`src/rtl/core/mnva_pkg.sv`:
```
`default_nettype none

package mnva_pkg;

    // MIDI byte decoding
    localparam logic [7:0] STATUS_BIT   = 8'h80;
    localparam logic [7:0] COMMAND_MASK = 8'hf0;
    localparam logic [7:0] CMD_NOTE_OFF = 8'd128;
    localparam logic [7:0] CMD_NOTE_ON  = 8'd144;

    // payload widths
    localparam int NOTE_W  = 7;
    localparam int ORDER_W = 32;
    localparam int PITCH_SHIFT = 9;
    localparam logic [15:0] GATE_FULL = 16'hffff;
    localparam logic [15:0] GATE_OFF  = 16'h0000;

    // controller to datapath
    typedef struct packed {
        logic take_byte;   // input item accepted this cycle
        logic walk_run;    // step the voice scan
        logic commit;      // apply chosen voice and load the result
    } t_dp_cmd;

    // datapath to controller
    typedef struct packed {
        logic starts_op;   // current byte completes a note on/off pair
        logic walk_done;   // last voice is being scanned this cycle
        logic out_free;    // output register can take a new item
    } t_dp_stat;

endpackage

`default_nettype wire

```
`src/rtl/core/mnva_ram.sv`:
```
`default_nettype none

module mnva_ram #(
    parameter int WIDTH = 8,
    parameter int DEPTH = 8,
    localparam int AW = (DEPTH > 1) ? $clog2(DEPTH) : 1
) (
    input  wire logic             i_clk,
    input  wire logic             i_we,
    input  wire logic [AW-1:0]    i_waddr,
    input  wire logic [WIDTH-1:0] i_wdata,
    input  wire logic             i_re,
    input  wire logic [AW-1:0]    i_raddr,
    output logic      [WIDTH-1:0] o_rdata
);

    logic [WIDTH-1:0] r_mem [DEPTH];
    logic [WIDTH-1:0] r_rdata;

    // one write port, one registered read port
    always_ff @(posedge i_clk) begin
        if (i_we) begin
            r_mem[i_waddr] <= i_wdata;
        end
        if (i_re) begin
            r_rdata <= r_mem[i_raddr];
        end
    end

    assign o_rdata = r_rdata;

endmodule

`default_nettype wire

```
`src/rtl/core/mnva_ctrl.sv`:
```
`default_nettype none

module mnva_ctrl
    import mnva_pkg::*;
(
    input  wire logic     i_clk,
    input  wire logic     i_rst_n,
    input  wire logic     i_valid,
    output logic          o_stall,
    input  wire t_dp_stat i_stat,
    output t_dp_cmd       o_cmd
);

    typedef enum logic [1:0] {
        S_IDLE,
        S_WALK,
        S_COMMIT
    } t_state;

    t_state r_state;

    // sequencer: take byte, scan voices, commit
    always_ff @(posedge i_clk) begin
        if (!i_rst_n) begin
            r_state <= S_IDLE;
        end else begin
            unique case (r_state)
                S_IDLE: begin
                    if (i_valid && i_stat.starts_op) begin
                        r_state <= S_WALK;
                    end
                end
                S_WALK: begin
                    if (i_stat.walk_done) begin
                        r_state <= S_COMMIT;
                    end
                end
                S_COMMIT: begin
                    if (i_stat.out_free) begin
                        r_state <= S_IDLE;
                    end
                end
                default: r_state <= S_IDLE;
            endcase
        end
    end

    assign o_stall          = (r_state != S_IDLE);
    assign o_cmd.take_byte  = i_valid && (r_state == S_IDLE);
    assign o_cmd.walk_run   = (r_state == S_WALK);
    assign o_cmd.commit     = (r_state == S_COMMIT) && i_stat.out_free;

endmodule

`default_nettype wire

```
`src/rtl/core/mnva_datapath.sv`:
```
`default_nettype none

module mnva_datapath
    import mnva_pkg::*;
#(
    parameter int VOICES = 8,
    localparam int VW = (VOICES > 1) ? $clog2(VOICES) : 1
) (
    input  wire logic        i_clk,
    input  wire logic        i_rst_n,
    input  wire logic [7:0]  i_midi_byte,
    input  wire t_dp_cmd     i_cmd,
    output t_dp_stat         o_stat,
    input  wire logic        i_out_stall,
    output logic             o_valid,
    output logic [2:0]       o_voice_index,
    output logic [15:0]      o_pitch_value,
    output logic [15:0]      o_gate_value,
    output logic             o_is_start
);

    localparam int RAM_W = NOTE_W + ORDER_W;
    localparam logic [VW:0] LAST_ADDR = (VW+1)'(VOICES);

    // parser state
    logic [7:0]        r_cmd;
    logic [NOTE_W-1:0] r_pend_note;
    logic              r_have_pend;
    logic              r_op_start;
    logic [NOTE_W-1:0] r_op_note;

    // voice state
    logic               r_active  [VOICES];
    logic               r_written [VOICES];
    logic [ORDER_W-1:0] r_start_cnt;
    logic [ORDER_W-1:0] r_end_cnt;

    // scan state
    logic [VW:0]        r_addr;
    logic               r_lag_valid;
    logic [VW-1:0]      r_lag_idx;
    logic               r_match_found;
    logic [VW-1:0]      r_match_idx;
    logic               r_free_found;
    logic [VW-1:0]      r_free_idx;
    logic [ORDER_W-1:0] r_free_order;
    logic               r_act_found;
    logic [VW-1:0]      r_act_idx;
    logic [ORDER_W-1:0] r_act_order;

    // output register
    logic              r_out_valid;
    logic [2:0]        r_out_idx;
    logic [15:0]       r_out_pitch;
    logic [15:0]       r_out_gate;
    logic              r_out_start;

    logic              is_status;
    logic              note_cmd;
    logic              rd_en;
    logic [RAM_W-1:0]  rd_data;
    logic [NOTE_W-1:0] rd_note;
    logic [ORDER_W-1:0] rd_order;
    logic              lag_active;
    logic              commit_hit;
    logic [VW-1:0]     sel_idx;
    logic [ORDER_W-1:0] new_order;
    logic              out_take;

    assign is_status = i_midi_byte[7];
    assign note_cmd  = (r_cmd == CMD_NOTE_ON) || (r_cmd == CMD_NOTE_OFF);

    // read side of the scan
    assign rd_en      = i_cmd.walk_run && (r_addr != LAST_ADDR);
    assign rd_note    = rd_data[RAM_W-1:ORDER_W];
    assign rd_order   = r_written[r_lag_idx] ? rd_data[ORDER_W-1:0] : '0;
    assign lag_active = r_active[r_lag_idx];

    // voice choice: held note, then oldest free, then oldest active; a note off takes only the held note
    always_comb begin
        if (r_op_start) begin
            commit_hit = 1'b1;
            if (r_match_found) begin
                sel_idx = r_match_idx;
            end else if (r_free_found) begin
                sel_idx = r_free_idx;
            end else begin
                sel_idx = r_act_idx;
            end
            new_order = r_start_cnt + 1'b1;
        end else begin
            commit_hit = r_match_found;
            sel_idx    = r_match_idx;
            new_order  = r_end_cnt + 1'b1;
        end
    end

    mnva_ram #(
        .WIDTH (RAM_W),
        .DEPTH (VOICES)
    ) u_voice_ram (
        .i_clk   (i_clk),
        .i_we    (i_cmd.commit && commit_hit),
        .i_waddr (sel_idx),
        .i_wdata ({r_op_note, new_order}),
        .i_re    (rd_en),
        .i_raddr (r_addr[VW-1:0]),
        .o_rdata (rd_data)
    );

    // byte parser
    always_ff @(posedge i_clk) begin
        if (!i_rst_n) begin
            r_cmd       <= '0;
            r_have_pend <= 1'b0;
        end else if (i_cmd.take_byte) begin
            if (is_status) begin
                r_cmd       <= i_midi_byte & COMMAND_MASK;
                r_have_pend <= 1'b0;
            end else if (note_cmd) begin
                r_have_pend <= !r_have_pend;
            end
        end
    end

    // note and op latches
    always_ff @(posedge i_clk) begin
        if (i_cmd.take_byte && !is_status && note_cmd) begin
            if (!r_have_pend) begin
                r_pend_note <= i_midi_byte[NOTE_W-1:0];
            end else begin
                r_op_note  <= r_pend_note;
                r_op_start <= (r_cmd == CMD_NOTE_ON) && (i_midi_byte != 8'd0);
            end
        end
    end

    // scan address and read lag
    always_ff @(posedge i_clk) begin
        if (!i_rst_n) begin
            r_addr      <= '0;
            r_lag_valid <= 1'b0;
        end else if (o_stat.starts_op && i_cmd.take_byte) begin
            r_addr      <= '0;
            r_lag_valid <= 1'b0;
        end else if (i_cmd.walk_run) begin
            r_lag_valid <= rd_en;
            if (rd_en) begin
                r_addr <= r_addr + 1'b1;
            end
        end
    end

    always_ff @(posedge i_clk) begin
        if (rd_en) begin
            r_lag_idx <= r_addr[VW-1:0];
        end
    end

    // running match and oldest-voice trackers
    always_ff @(posedge i_clk) begin
        if (i_cmd.take_byte) begin
            r_match_found <= 1'b0;
            r_free_found  <= 1'b0;
            r_act_found   <= 1'b0;
        end else if (i_cmd.walk_run && r_lag_valid) begin
            if (lag_active && (rd_note == r_op_note) && !r_match_found) begin
                r_match_found <= 1'b1;
                r_match_idx   <= r_lag_idx;
            end
            if (!lag_active && (!r_free_found || (rd_order < r_free_order))) begin
                r_free_found <= 1'b1;
                r_free_idx   <= r_lag_idx;
                r_free_order <= rd_order;
            end
            if (lag_active && (!r_act_found || (rd_order < r_act_order))) begin
                r_act_found <= 1'b1;
                r_act_idx   <= r_lag_idx;
                r_act_order <= rd_order;
            end
        end
    end

    // voice flags and order counters
    always_ff @(posedge i_clk) begin
        if (!i_rst_n) begin
            for (int v = 0; v < VOICES; v++) begin
                r_active[v]  <= 1'b0;
                r_written[v] <= 1'b0;
            end
            r_start_cnt <= '0;
            r_end_cnt   <= '0;
        end else if (i_cmd.commit && commit_hit) begin
            r_active[sel_idx]  <= r_op_start;
            r_written[sel_idx] <= 1'b1;
            if (r_op_start) begin
                r_start_cnt <= new_order;
            end else begin
                r_end_cnt <= new_order;
            end
        end
    end

    // output register
    assign out_take = r_out_valid && !i_out_stall;

    always_ff @(posedge i_clk) begin
        if (!i_rst_n) begin
            r_out_valid <= 1'b0;
        end else if (i_cmd.commit && commit_hit) begin
            r_out_valid <= 1'b1;
        end else if (out_take) begin
            r_out_valid <= 1'b0;
        end
    end

    always_ff @(posedge i_clk) begin
        if (i_cmd.commit && commit_hit) begin
            r_out_idx   <= 3'(sel_idx);
            r_out_pitch <= {r_op_note, {PITCH_SHIFT{1'b0}}};
            r_out_gate  <= r_op_start ? GATE_FULL : GATE_OFF;
            r_out_start <= r_op_start;
        end
    end

    assign o_stat.starts_op = !is_status && note_cmd && r_have_pend;
    assign o_stat.walk_done = (r_addr == LAST_ADDR);
    assign o_stat.out_free  = !r_out_valid || !i_out_stall;

    assign o_valid       = r_out_valid;
    assign o_voice_index = r_out_idx;
    assign o_pitch_value = r_out_pitch;
    assign o_gate_value  = r_out_gate;
    assign o_is_start    = r_out_start;

endmodule

`default_nettype wire

```
`src/rtl/core/midi_note_voice_allocator.sv`:
```
`default_nettype none

// MIDI note on/off voice allocator. Takes one raw MIDI byte per input item and
// gives at most one result item: the voice whose pitch and gate changed. Status
// bytes and bytes that do not finish a note/velocity pair are taken while the sequencer
// is idle and start no scan. A byte that finishes a pair makes the sequencer scan the
// per-voice note/order memory once, one voice per cycle through its single registered
// read port, tracking the held note, the oldest released voice and the oldest started
// voice at the same time, then commit the choice once the output register is free. A
// finished result sits in an output register, so the next byte is taken while it waits;
// a further result waits for it to drain.
// Voice index output carries the low three bits of the voice number.
module midi_note_voice_allocator
    import mnva_pkg::*;
#(
    parameter int VOICES = 8
) (
    input  wire logic        i_clk,
    input  wire logic        i_rst_n,
    input  wire logic        i_valid,
    output logic             o_stall,
    input  wire logic [7:0]  i_midi_byte,
    output logic             o_valid,
    input  wire logic        i_stall,
    output logic [2:0]       o_voice_index,
    output logic [15:0]      o_pitch_value,
    output logic [15:0]      o_gate_value,
    output logic             o_is_start
);

    t_dp_cmd  dp_cmd;
    t_dp_stat dp_stat;

    mnva_ctrl u_ctrl (
        .i_clk   (i_clk),
        .i_rst_n (i_rst_n),
        .i_valid (i_valid),
        .o_stall (o_stall),
        .i_stat  (dp_stat),
        .o_cmd   (dp_cmd)
    );

    mnva_datapath #(
        .VOICES (VOICES)
    ) u_datapath (
        .i_clk         (i_clk),
        .i_rst_n       (i_rst_n),
        .i_midi_byte   (i_midi_byte),
        .i_cmd         (dp_cmd),
        .o_stat        (dp_stat),
        .i_out_stall   (i_stall),
        .o_valid       (o_valid),
        .o_voice_index (o_voice_index),
        .o_pitch_value (o_pitch_value),
        .o_gate_value  (o_gate_value),
        .o_is_start    (o_is_start)
    );

endmodule

`default_nettype wire

```
`config.mk`:
```
export PLATFORM = sky130hd
export DESIGN_NAME = midi_note_voice_allocator
export DESIGN_NICKNAME = d
export VERILOG_FILES = /design/src/rtl/core/mnva_pkg.sv /design/src/rtl/core/mnva_ram.sv /design/src/rtl/core/mnva_ctrl.sv /design/src/rtl/core/mnva_datapath.sv /design/src/rtl/core/midi_note_voice_allocator.sv
export SDC_FILE = /design/constraint.sdc
export NUM_CORES = 1
export LEC_CHECK = 0
export BUFFER_PORTS_ARGS = -buffer_cell sky130_fd_sc_hd__buf_2
export CAP_MARGIN = 20
export CORE_ASPECT_RATIO = 1.25
export CORE_MARGIN = 10
export CORE_UTILIZATION = 55
export CTS_CLUSTER_SIZE = 40
export DETAILED_ROUTE_END_ITERATION = 16
export PLACE_DENSITY = 0.71
export SETUP_SLACK_MARGIN = 0.05
export SYNTH_ARGS = -nofsm -noshare
export SYNTH_HDL_FRONTEND = slang
export SYNTH_SLANG_ARGS = --single-unit
```
`constraint.sdc`:
```
create_clock -name i_clk -period 6.05 [get_ports i_clk]
set_input_delay 1.21 -clock i_clk [delete_from_list [all_inputs] [get_ports i_clk]]
set_output_delay 1.21 -clock i_clk [all_outputs]
set_load 0.02 [all_outputs]
```
==> flow_summary.yaml, run 1 <==
outcome:
  outcome: "finished, final reports clean"
layout:
  multi_input_area_mm2: 0.00717
  antennaDiodeCount: 0
  register_area_mm2: 0.0156
  area_growth_pct: 10.8
  layout-drive-gt1-share_pct: 19.1
  postLayoutCellArea_mm2: 0.0259
  nNetsFinal: 1653
  fillers: 3099
global_route:
  grt_pass1_vias: 13000
  antenna_found_initial: 1
  grtUsageTotal_pct: 18.9
  grt_overflow: 0
  grt_max_degree: 88
  grt_pass1_wl_um: 75100
placement:
  port_buffers: 40
  dpl.hpwl_um: 30000
  dpl-instance-area_mm2: 0.0242
  gp_congestion: 0.883
critical_path:
  endpoint_kind: "flop"
  worstSetupPathType: "reg -> reg"
  slowest_delay_ns: 0.66
  crit_top_cell: "buf_4"
  slowest_stage: "a31oi_4"
  path_buf_inv: 2
  crit_chain: "mux4_2 -> mux2i_4 -> buf_4 -> nor2b_1 -> ha_1 -> a211oi_1 -> o21ai_0 -> a311oi_1 -> o211ai_1 -> a211o_1 -> a31oi_4 -> buf_4"
  start_kind: "flop"
  crit_required_ns: 6.32
  crit_arrival_ns: 5.09
  critPathTopFamily: "compound AO/OA/AOI/OAI gates"
  crit_path_max_fanout: 22
power_and_ir_drop:
  switching_share_pct: 18.8
  power.density_mw_per_mm2: 282
  leakage_nw: 8.58
  clkPwrFrac_pct: 44.1
  ir_drop_v: 0.000236
  p_int_mw: 5.94
  p_comb_share_pct: 0.5
  seqPwrFrac_pct: 55.4
  switchingPower_mw: 1.38
routing:
  routedWlPerCell_um: 21.9
  first_pass_iters: 5
  antenna_left: 0
  drc: 0
  vias_per_cell: 5.78
  drt-initial-drc-count: 810
  vias: 12600
  wl_um: 47700
clock_network:
  cts_hold_buffers: 0
  cts_buffers: 53
  cts_tree: "built"
  clk_pin_slew_ns: 0.06
  cts_max_level: 2
  cts_resized: 0
  cts_sinks: 552
  cts_setup_buffers: 0
  cts_buffer_depth: 3
  cts_root_buffer: "clkbuf_16"
  insertion_delay_ns: 0.59
synthesis:
  ys_seq_area_share_pct: 66.7
  synthDistinctLibCells: 70
  yosysWarningCount: 0
  ys_ff_latch: 552
  synth_edf_count: 453
  synth_top_area_share_pct: 58.2
  syn-cell-area_mm2: 0.0234
  syn_area_per_cell_um2: 15.2
  synth.area.top_cells: "edfxtp_1 (58%), dfxtp_1 (8.5%), mux4_2 (7.9%)"
  yosysMostFrequentCell: "edfxtp_1"
  synthArstFlopShare_pct: 0
  yosysTopAreaCell: "edfxtp_1"
  synth_flop_cell: "edfxtp_1"
  synth_common_cells: "edfxtp_1 (453), dfxtp_1 (99), nor2_1 (96)"
  synth_cells: 1535
timing:
  tightest_slew_ns: 1.01
  slew-limit-headroom_pct: 32.4
  hold_viol_final: 0
  finalSetupTns_ns: 0
  drv_slew: 0
  fin_crit_sh_pct: 79.7
  rsz0062_at_grt: "no"
  finalSetupViolations: 0
  min_period_ns: 4.82
  max_freq_mhz: 207
  fin_skew_ns: 0.0205
die:
  core_mm2: 0.0420
  chipHeight_um: 251
  io_pins: 50
  die_w_um: 204
  initial_core_util_pct: 55.6
  rows: 84
  die_area_mm2: 0.0512
run:
  drv_cap: 0
min_path:
  hold_path.class: "reg -> reg"
[area by class of cell]
| class | instances | area share (%) |
|---|---|---|
| timing repair buffer | 67 | 1.73 |
| clock buffer | 78 | 5.76 |
| inverter | 79 | 1.14 |
| tap | 559 | 2.70 |
| sequential | 552 | 60.2 |
| clock inverter | 21 | 0.787 |
| multi-input combinational | 825 | 27.7 |
[cell usage in the layout (no fill, tap or decap), drive strengths merged, types with 43 or more instances in the layout]
cell type    n
ha          63
mux2        48
a21oi       60
edfxtp     453
dfxtp       99
mux2i       43
clkbuf      78
nand2       87
mux4        82
nor2        96
inv         80
buf         67
[per-layer routing]
layer,global-route usage (%),vias to the layer above,wire [um]
met4,6.19,2,1040
met5,0,-,40
li1,-,5843,-
met2,31.4,300,24100
met3,2.48,78,2240
met1,25.2,6378,20300
[power groups by stage]
stage | combinational (mW) | clock, mW | sequential, mW
finish | 0.0351 | 3.23 | 4.06
global placement | 0.0338 | 0 | 4.14
floorplan | 0.0278 | 0 | 4.14
global route | 0.0385 | 3.43 | 4.05
detailed placement | 0.0347 | 0 | 4.14
CTS | 0.0347 | 3.28 | 4.06
[final timing paths]
path                                  start                          to  slack, ns  depth (start not counted)
setup / recovery                       flop  u_datapath.r_act_order[16]       1.23                         12
hold / removal    u_datapath.r_pend_note[1]     u_datapath.r_op_note[1]       0.42                          0
setup reg to reg                       flop  u_datapath.r_act_order[16]       1.23                         12
hold reg to reg   u_datapath.r_pend_note[1]     u_datapath.r_op_note[1]       0.42                          0
[metrics by stage]
stage / power [mW] / cells / utilization, % / hold slack [ns] / setup slack, ns
finish: 7.32 / 2181 / 61.6 / 0.421 / 1.23
floorplan: 4.17 / 1543 / - / 0.400 / 0.796
detailed placement: 4.17 / 2080 / 57.5 / 0.406 / 1.17
global placement: 4.17 / 2080 / 57.5 / 0.404 / 1.30
global route: 7.53 / 2181 / 61.6 / 0.430 / 0.915
CTS: 7.37 / 2179 / 61.5 / 0.421 / 1.19
[state kept, by name (all words and copies together) (netlist names), 3 cells and up, named ones only]
name,count
u_datapath.r_free_order,32
u_datapath.r_pend_note,7
u_datapath.r_cmd,4
u_datapath.r_free_idx,3
u_datapath.u_voice_ram.o_rdata,39
u_datapath.r_op_note,7
u_datapath.r_start_cnt,32
u_datapath.o_pitch_value,7
u_datapath.r_act_order,32
u_datapath.r_addr,4
u_datapath.r_lag_idx,3
u_datapath.u_voice_ram.r_mem,312
u_datapath.r_active,8
u_datapath.r_match_idx,3
u_datapath.o_voice_index,3
u_datapath.r_written,8
u_datapath.r_end_cnt,32
u_datapath.r_act_idx,3
[cells by family (layout without fill, tap and decap cells)]
family	count (synthesis)	count (layout)	synth area share (%)
multiplexers	173	173	12.1
adder cells (fa/ha/maj)	63	63	3.37
AND/OR/NAND/NOR	373	373	8.31
XOR/XNOR	66	66	2.47
flip-flops	552	552	66.7
other	1	9	0.0160
buffers and inverters	166	245	3.22
AO/OA/AOI/OAI	141	141	3.90
No activity file was read; power rests on OpenSTA's default activity.
==> run 2: changes to the inputs <==
PLACE_DENSITY = 0.74   (was 0.71)
clock period = 4.1 ns   (was 6.05 ns; I/O delays follow)
==> run 2 against run 1 <==
Effect of this change:
- via count is 0.90% higher
- register-to-register slack worse by 0.94 ns
- worst setup slack worse by 0.94 ns
- clock power is 47% higher
- largest cell class unchanged
- count of clock-buffer cells in the layout is 10 lower
==> flow_summary.yaml, run 2 (same netlist as run 1, synthesis figures left out) <==
die:
  rows: 84
  chipHeight_um: 251
  die_w_um: 204
  io_pins: 50
  core_mm2: 0.0420
  initial_core_util_pct: 55.6
  die_area_mm2: 0.0512
clock_network:
  cts_buffers: 49
  cts_tree: "built"
  cts_sinks: 552
  clk_pin_slew_ns: 0.06
  cts_max_level: 2
  cts_hold_buffers: 0
  insertion_delay_ns: 0.58
  cts_resized: 0
  cts_root_buffer: "clkbuf_16"
  cts_buffer_depth: 3
routing:
  wl_um: 48300
  drc: 0
  drt-initial-drc-count: 946
  routedWlPerCell_um: 22.0
  first_pass_iters: 5
  antenna_left: 0
  vias_per_cell: 5.80
  vias: 12700
layout:
  layout.cells.non_filler: 2193
  final_util_pct: 62.2
  mostFrequentLayoutCells: "edfxtp_1 (453), dfxtp_1 (96), nor2_1 (88)"
  nNetsFinal: 1668
  layout-drive-gt1-share_pct: 20.2
  postLayoutCellArea_mm2: 0.0261
  antennaDiodeCount: 0
  area_growth_pct: 11.8
  final_common_cell: "edfxtp_1"
  top_register: "u_datapath.u_voice_ram.r_mem"
  largest_reg_flops: 312
placement:
  post-place-ws_ns: 0.184
  dp_cells: 2099
  dpl.hpwl_um: 30600
  port_buffers: 40
  gp_congestion: 0.855
  dpl-instance-area_mm2: 0.0245
min_path:
  hold_start: "u_datapath.r_pend_note[2]"
  hold_path.class: "reg -> reg"
power_and_ir_drop:
  finalPower_mw: 10.8
  leakage_nw: 8.69
  power.density_mw_per_mm2: 413
  ir_drop_v: 0.000340
critical_path:
  rrSetupSlack_ns: 0.29
  crit_chain: "mux4_2 -> mux2i_4 -> buf_4 -> nor2b_1 -> ha_1 -> a211oi_1 -> o21ai_0 -> a311o_1 -> o211ai_1 -> nand4b_1 -> a21oi_4 -> buf_4"
  slowest_delay_ns: 0.58
  crit_required_ns: 4.35
  slowest_stage: "mux4_2"
  start_kind: "flop"
  worstSetupPathType: "reg -> reg"
  crit_arrival_ns: 4.06
  crit_top_cell: "buf_4"
  crit_path_max_fanout: 19
  endpoint_kind: "flop"
global_route:
  grt_pass1_vias: 12900
  grt_overflow: 0
  grt_max_degree: 82
  grt_pass1_wl_um: 75200
  antenna_found_initial: 0
  grtUsageTotal_pct: 18.9
timing:
  rsz0062_at_grt: "no"
  finalSetupTns_ns: 0
  fin_crit_sh_pct: 92.9
  hold_viol_final: 0
  min_period_ns: 3.81
  holdWs_ns: 0.415
  max_freq_mhz: 263
  drv_slew: 0
  finalSetupViolations: 0
  slew-limit-headroom_pct: 25.9
  timing.final.ws_setup_ns: 0.291
  tightest_slew_ns: 1.10
  fin_skew_ns: 0.0176
run:
  drv_cap: 0
outcome:
  outcome: "finished, final reports clean"
-- run 2: cell type report --
class / count / area [um2]
fillers: 3020 / 15900
flip-flops and latches: 552 / 15600
multi-input cells: 825 / 7170
clock buffers: 68 / 1390
repair buffers: 86 / 708
well taps: 559 / 699
inverters: 79 / 297
clock inverters: 24 / 285
-- run 2: where the power goes --
group | total (mW) | internal (mW) | leakage [nW] | switching, mW
registers | 5.98 | 5.98 | 4.97 | 0.00217
logic | 0.0516 | 0.0130 | 2.90 | 0.0385
clock network | 4.75 | 2.76 | 0.815 | 1.99
total | 10.8 | 8.76 | 8.69 | 2.03
-- run 2: worst paths after layout --
| kind | endpoint | depth (start not counted) |
|---|---|---|
| max | u_datapath.r_free_order[19] | 12 |
| min | u_datapath.r_op_note[2] | 0 |
| max reg2reg | u_datapath.r_free_order[19] | 12 |
| min reg2reg | u_datapath.r_op_note[2] | 0 |
-- run 2: metal layers --
layer	up-vias	GRT usage [%]	part of all wire (%)
li1	5858	-	-
met1	6461	23.9	41
met2	328	33.3	53
met3	68	2.31	4.6
met4	0	5.47	2.2
met5	-	0	0
-- run 2: worst max-delay path: cells and delay by family (launching register included) --
family	cells	cell delay (ns)
compound gates	5	1.18
flops	1	0.46
simple gates	2	0.29
buf+inv	2	0.49
mux	2	0.82
fa+ha+maj	1	0.22
-- run 2: what timing repair did --
item,CTS,global route
setup buffers,0,2
setup endpoints to repair,0,50
hold endpoints to repair,0,0
==> run 3: changes to the inputs <==
CORE_UTILIZATION = 56   (was 55)
PLACE_DENSITY = 0.75   (was 0.74)
==> run 3 against run 2 <==
Effect of this change:
- maximum frequency grew 1.9%
- clock skew is 0.0097 ns higher
- core utilization increased by 1.2 points
- critical path type unchanged
- flip-flop and latch count unchanged
- sequential power hardly changed
- hold slack worse by 0.0031 ns
- wire length is 2.4% lower
==> flow_summary.yaml, run 3 (same netlist as run 1, synthesis figures left out) <==
global_route:
  use_met2_pct: 32.4
  gr-usage-met1_pct: 24.1
  antenna_found_initial: 0
  grt_overflow: 0
  grtUsageTotal_pct: 18.7
  grt_max_degree: 82
  grt_pass1_wl_um: 74500
  grt_pass1_vias: 13200
  grt_busiest_layer: "met2"
  met3_usage_pct: 2.14
placement:
  dp_cells: 2090
  port_buffers: 40
  dpl.hpwl_um: 30200
  post-place-ws_ns: 0.181
  dpl-instance-area_mm2: 0.0244
  gp_congestion: 0.870
critical_path:
  start_kind: "flop"
  crit_arrival_ns: 3.98
  crit_path_max_fanout: 16
  crit_required_ns: 4.35
  worstSetupPathType: "reg -> reg"
  endpoint_kind: "flop"
clock_network:
  cts_hold_buffers: 0
  insertion_delay_ns: 0.58
  cts_buffers: 50
  cts_resized: 0
  cts_max_level: 2
  clk_pin_slew_ns: 0.06
  cts_buffer_depth: 3
  cts_tree: "built"
  cts_root_buffer: "clkbuf_16"
  cts_sinks: 552
layout:
  largest_reg_flops: 312
  antennaDiodeCount: 0
  register_area_mm2: 0.0156
  mostFrequentLayoutCells: "edfxtp_1 (453), dfxtp_1 (96), nor2_1 (88)"
  area_growth_pct: 11.7
  multi_input_area_mm2: 0.00717
  layout.cells.non_filler: 2184
  postLayoutCellArea_mm2: 0.0261
  nNetsFinal: 1666
  fillers: 2887
  top_register: "u_datapath.u_voice_ram.r_mem"
  final_util_pct: 63.4
  final_common_cell: "edfxtp_1"
  layout-drive-gt1-share_pct: 20.2
die:
  io_pins: 50
  core_mm2: 0.0412
  rows: 83
  chipHeight_um: 248
  initial_core_util_pct: 56.7
  die_area_mm2: 0.0504
  die_w_um: 203
routing:
  drt-initial-drc-count: 912
  vias: 12800
  drc: 0
  routedWlPerCell_um: 21.6
  wl_um: 47100
  vias_per_cell: 5.88
  first_pass_iters: 5
  antenna_left: 0
timing:
  holdWs_ns: 0.412
  slew-limit-headroom_pct: 33.6
  drv_slew: 0
  finalSetupViolations: 0
  hold_viol_final: 0
  fin_crit_sh_pct: 91.2
  timing.final.ws_setup_ns: 0.362
  min_period_ns: 3.74
  finalSetupTns_ns: 0
  tightest_slew_ns: 0.996
  fin_skew_ns: 0.0273
  max_freq_mhz: 268
  rsz0062_at_grt: "no"
min_path:
  hold_path.class: "reg -> reg"
run:
  drv_cap: 0
outcome:
  outcome: "finished, final reports clean"
power_and_ir_drop:
  finalPower_mw: 10.8
  leakage_nw: 8.68
  power.density_mw_per_mm2: 413
  ir_drop_v: 0.000289
[run 3: changes by cell type in the layout (fill, tap and decap cells not counted), sizes merged]
cell | before | now
clkinvlp | 3 | 2
clkbuf | 68 | 61
bufinv | 6 | 7
buf | 86 | 83
inv | 83 | 81
clkinv | 11 | 21
[run 3: routing by layer]
| metal | vias to the layer above | part of all wire (%) |
|---|---|---|
| met4 | 0 | 2.6 |
| met5 | - | 0 |
| li1 | 5847 | - |
| met3 | 92 | 4.3 |
| met2 | 352 | 52 |
| met1 | 6540 | 41 |
[run 3: what timing repair did]
action / CTS / global route
setup endpoints to repair: 0 / 49
hold endpoints to repair: 0 / 0
setup buffers: 0 / 1
[run 3: where the power goes]
part | switching [mW] | leakage (nW) | internal [mW]
logic | 0.0394 | 2.89 | 0.0144
registers | 0.00229 | 4.97 | 5.98
clock network | 1.99 | 0.826 | 2.77
total | 2.03 | 8.68 | 8.76
[run 3: path summary, 6_finish.rpt]
kind	from	end	slack, ns	depth (start not counted)
max	flop	u_datapath.r_free_order[16]	0.36	13
min	u_datapath.r_pend_note[1]	u_datapath.r_op_note[1]	0.41	0
min reg2reg	u_datapath.r_pend_note[1]	u_datapath.r_op_note[1]	0.41	0
max reg2reg	flop	u_datapath.r_free_order[16]	0.36	13
[run 3: area by class of cell]
type                    instances  area share (%)
clock buffers                  61            5.11
clock inverters                32            1.35
inverters                      79            1.14
multi-input cells             825            27.4
flip-flops and latches        552            59.7
well taps                     552            2.64
repair buffers                 83            2.62
[run 3: critical path: stages (launching register included)]
cell	delay (ns)
dfxtp_1	0.47
mux4_2	0.58
mux2i_4	0.19
buf_12	0.16
buf_4	0.15
nor2b_1	0.09
ha_1	0.33
and3_1	0.17
o21ai_0	0.17
a21boi_0	0.11
o31ai_1	0.30
nand4b_1	0.21
a21oi_4	0.22
buf_4	0.27
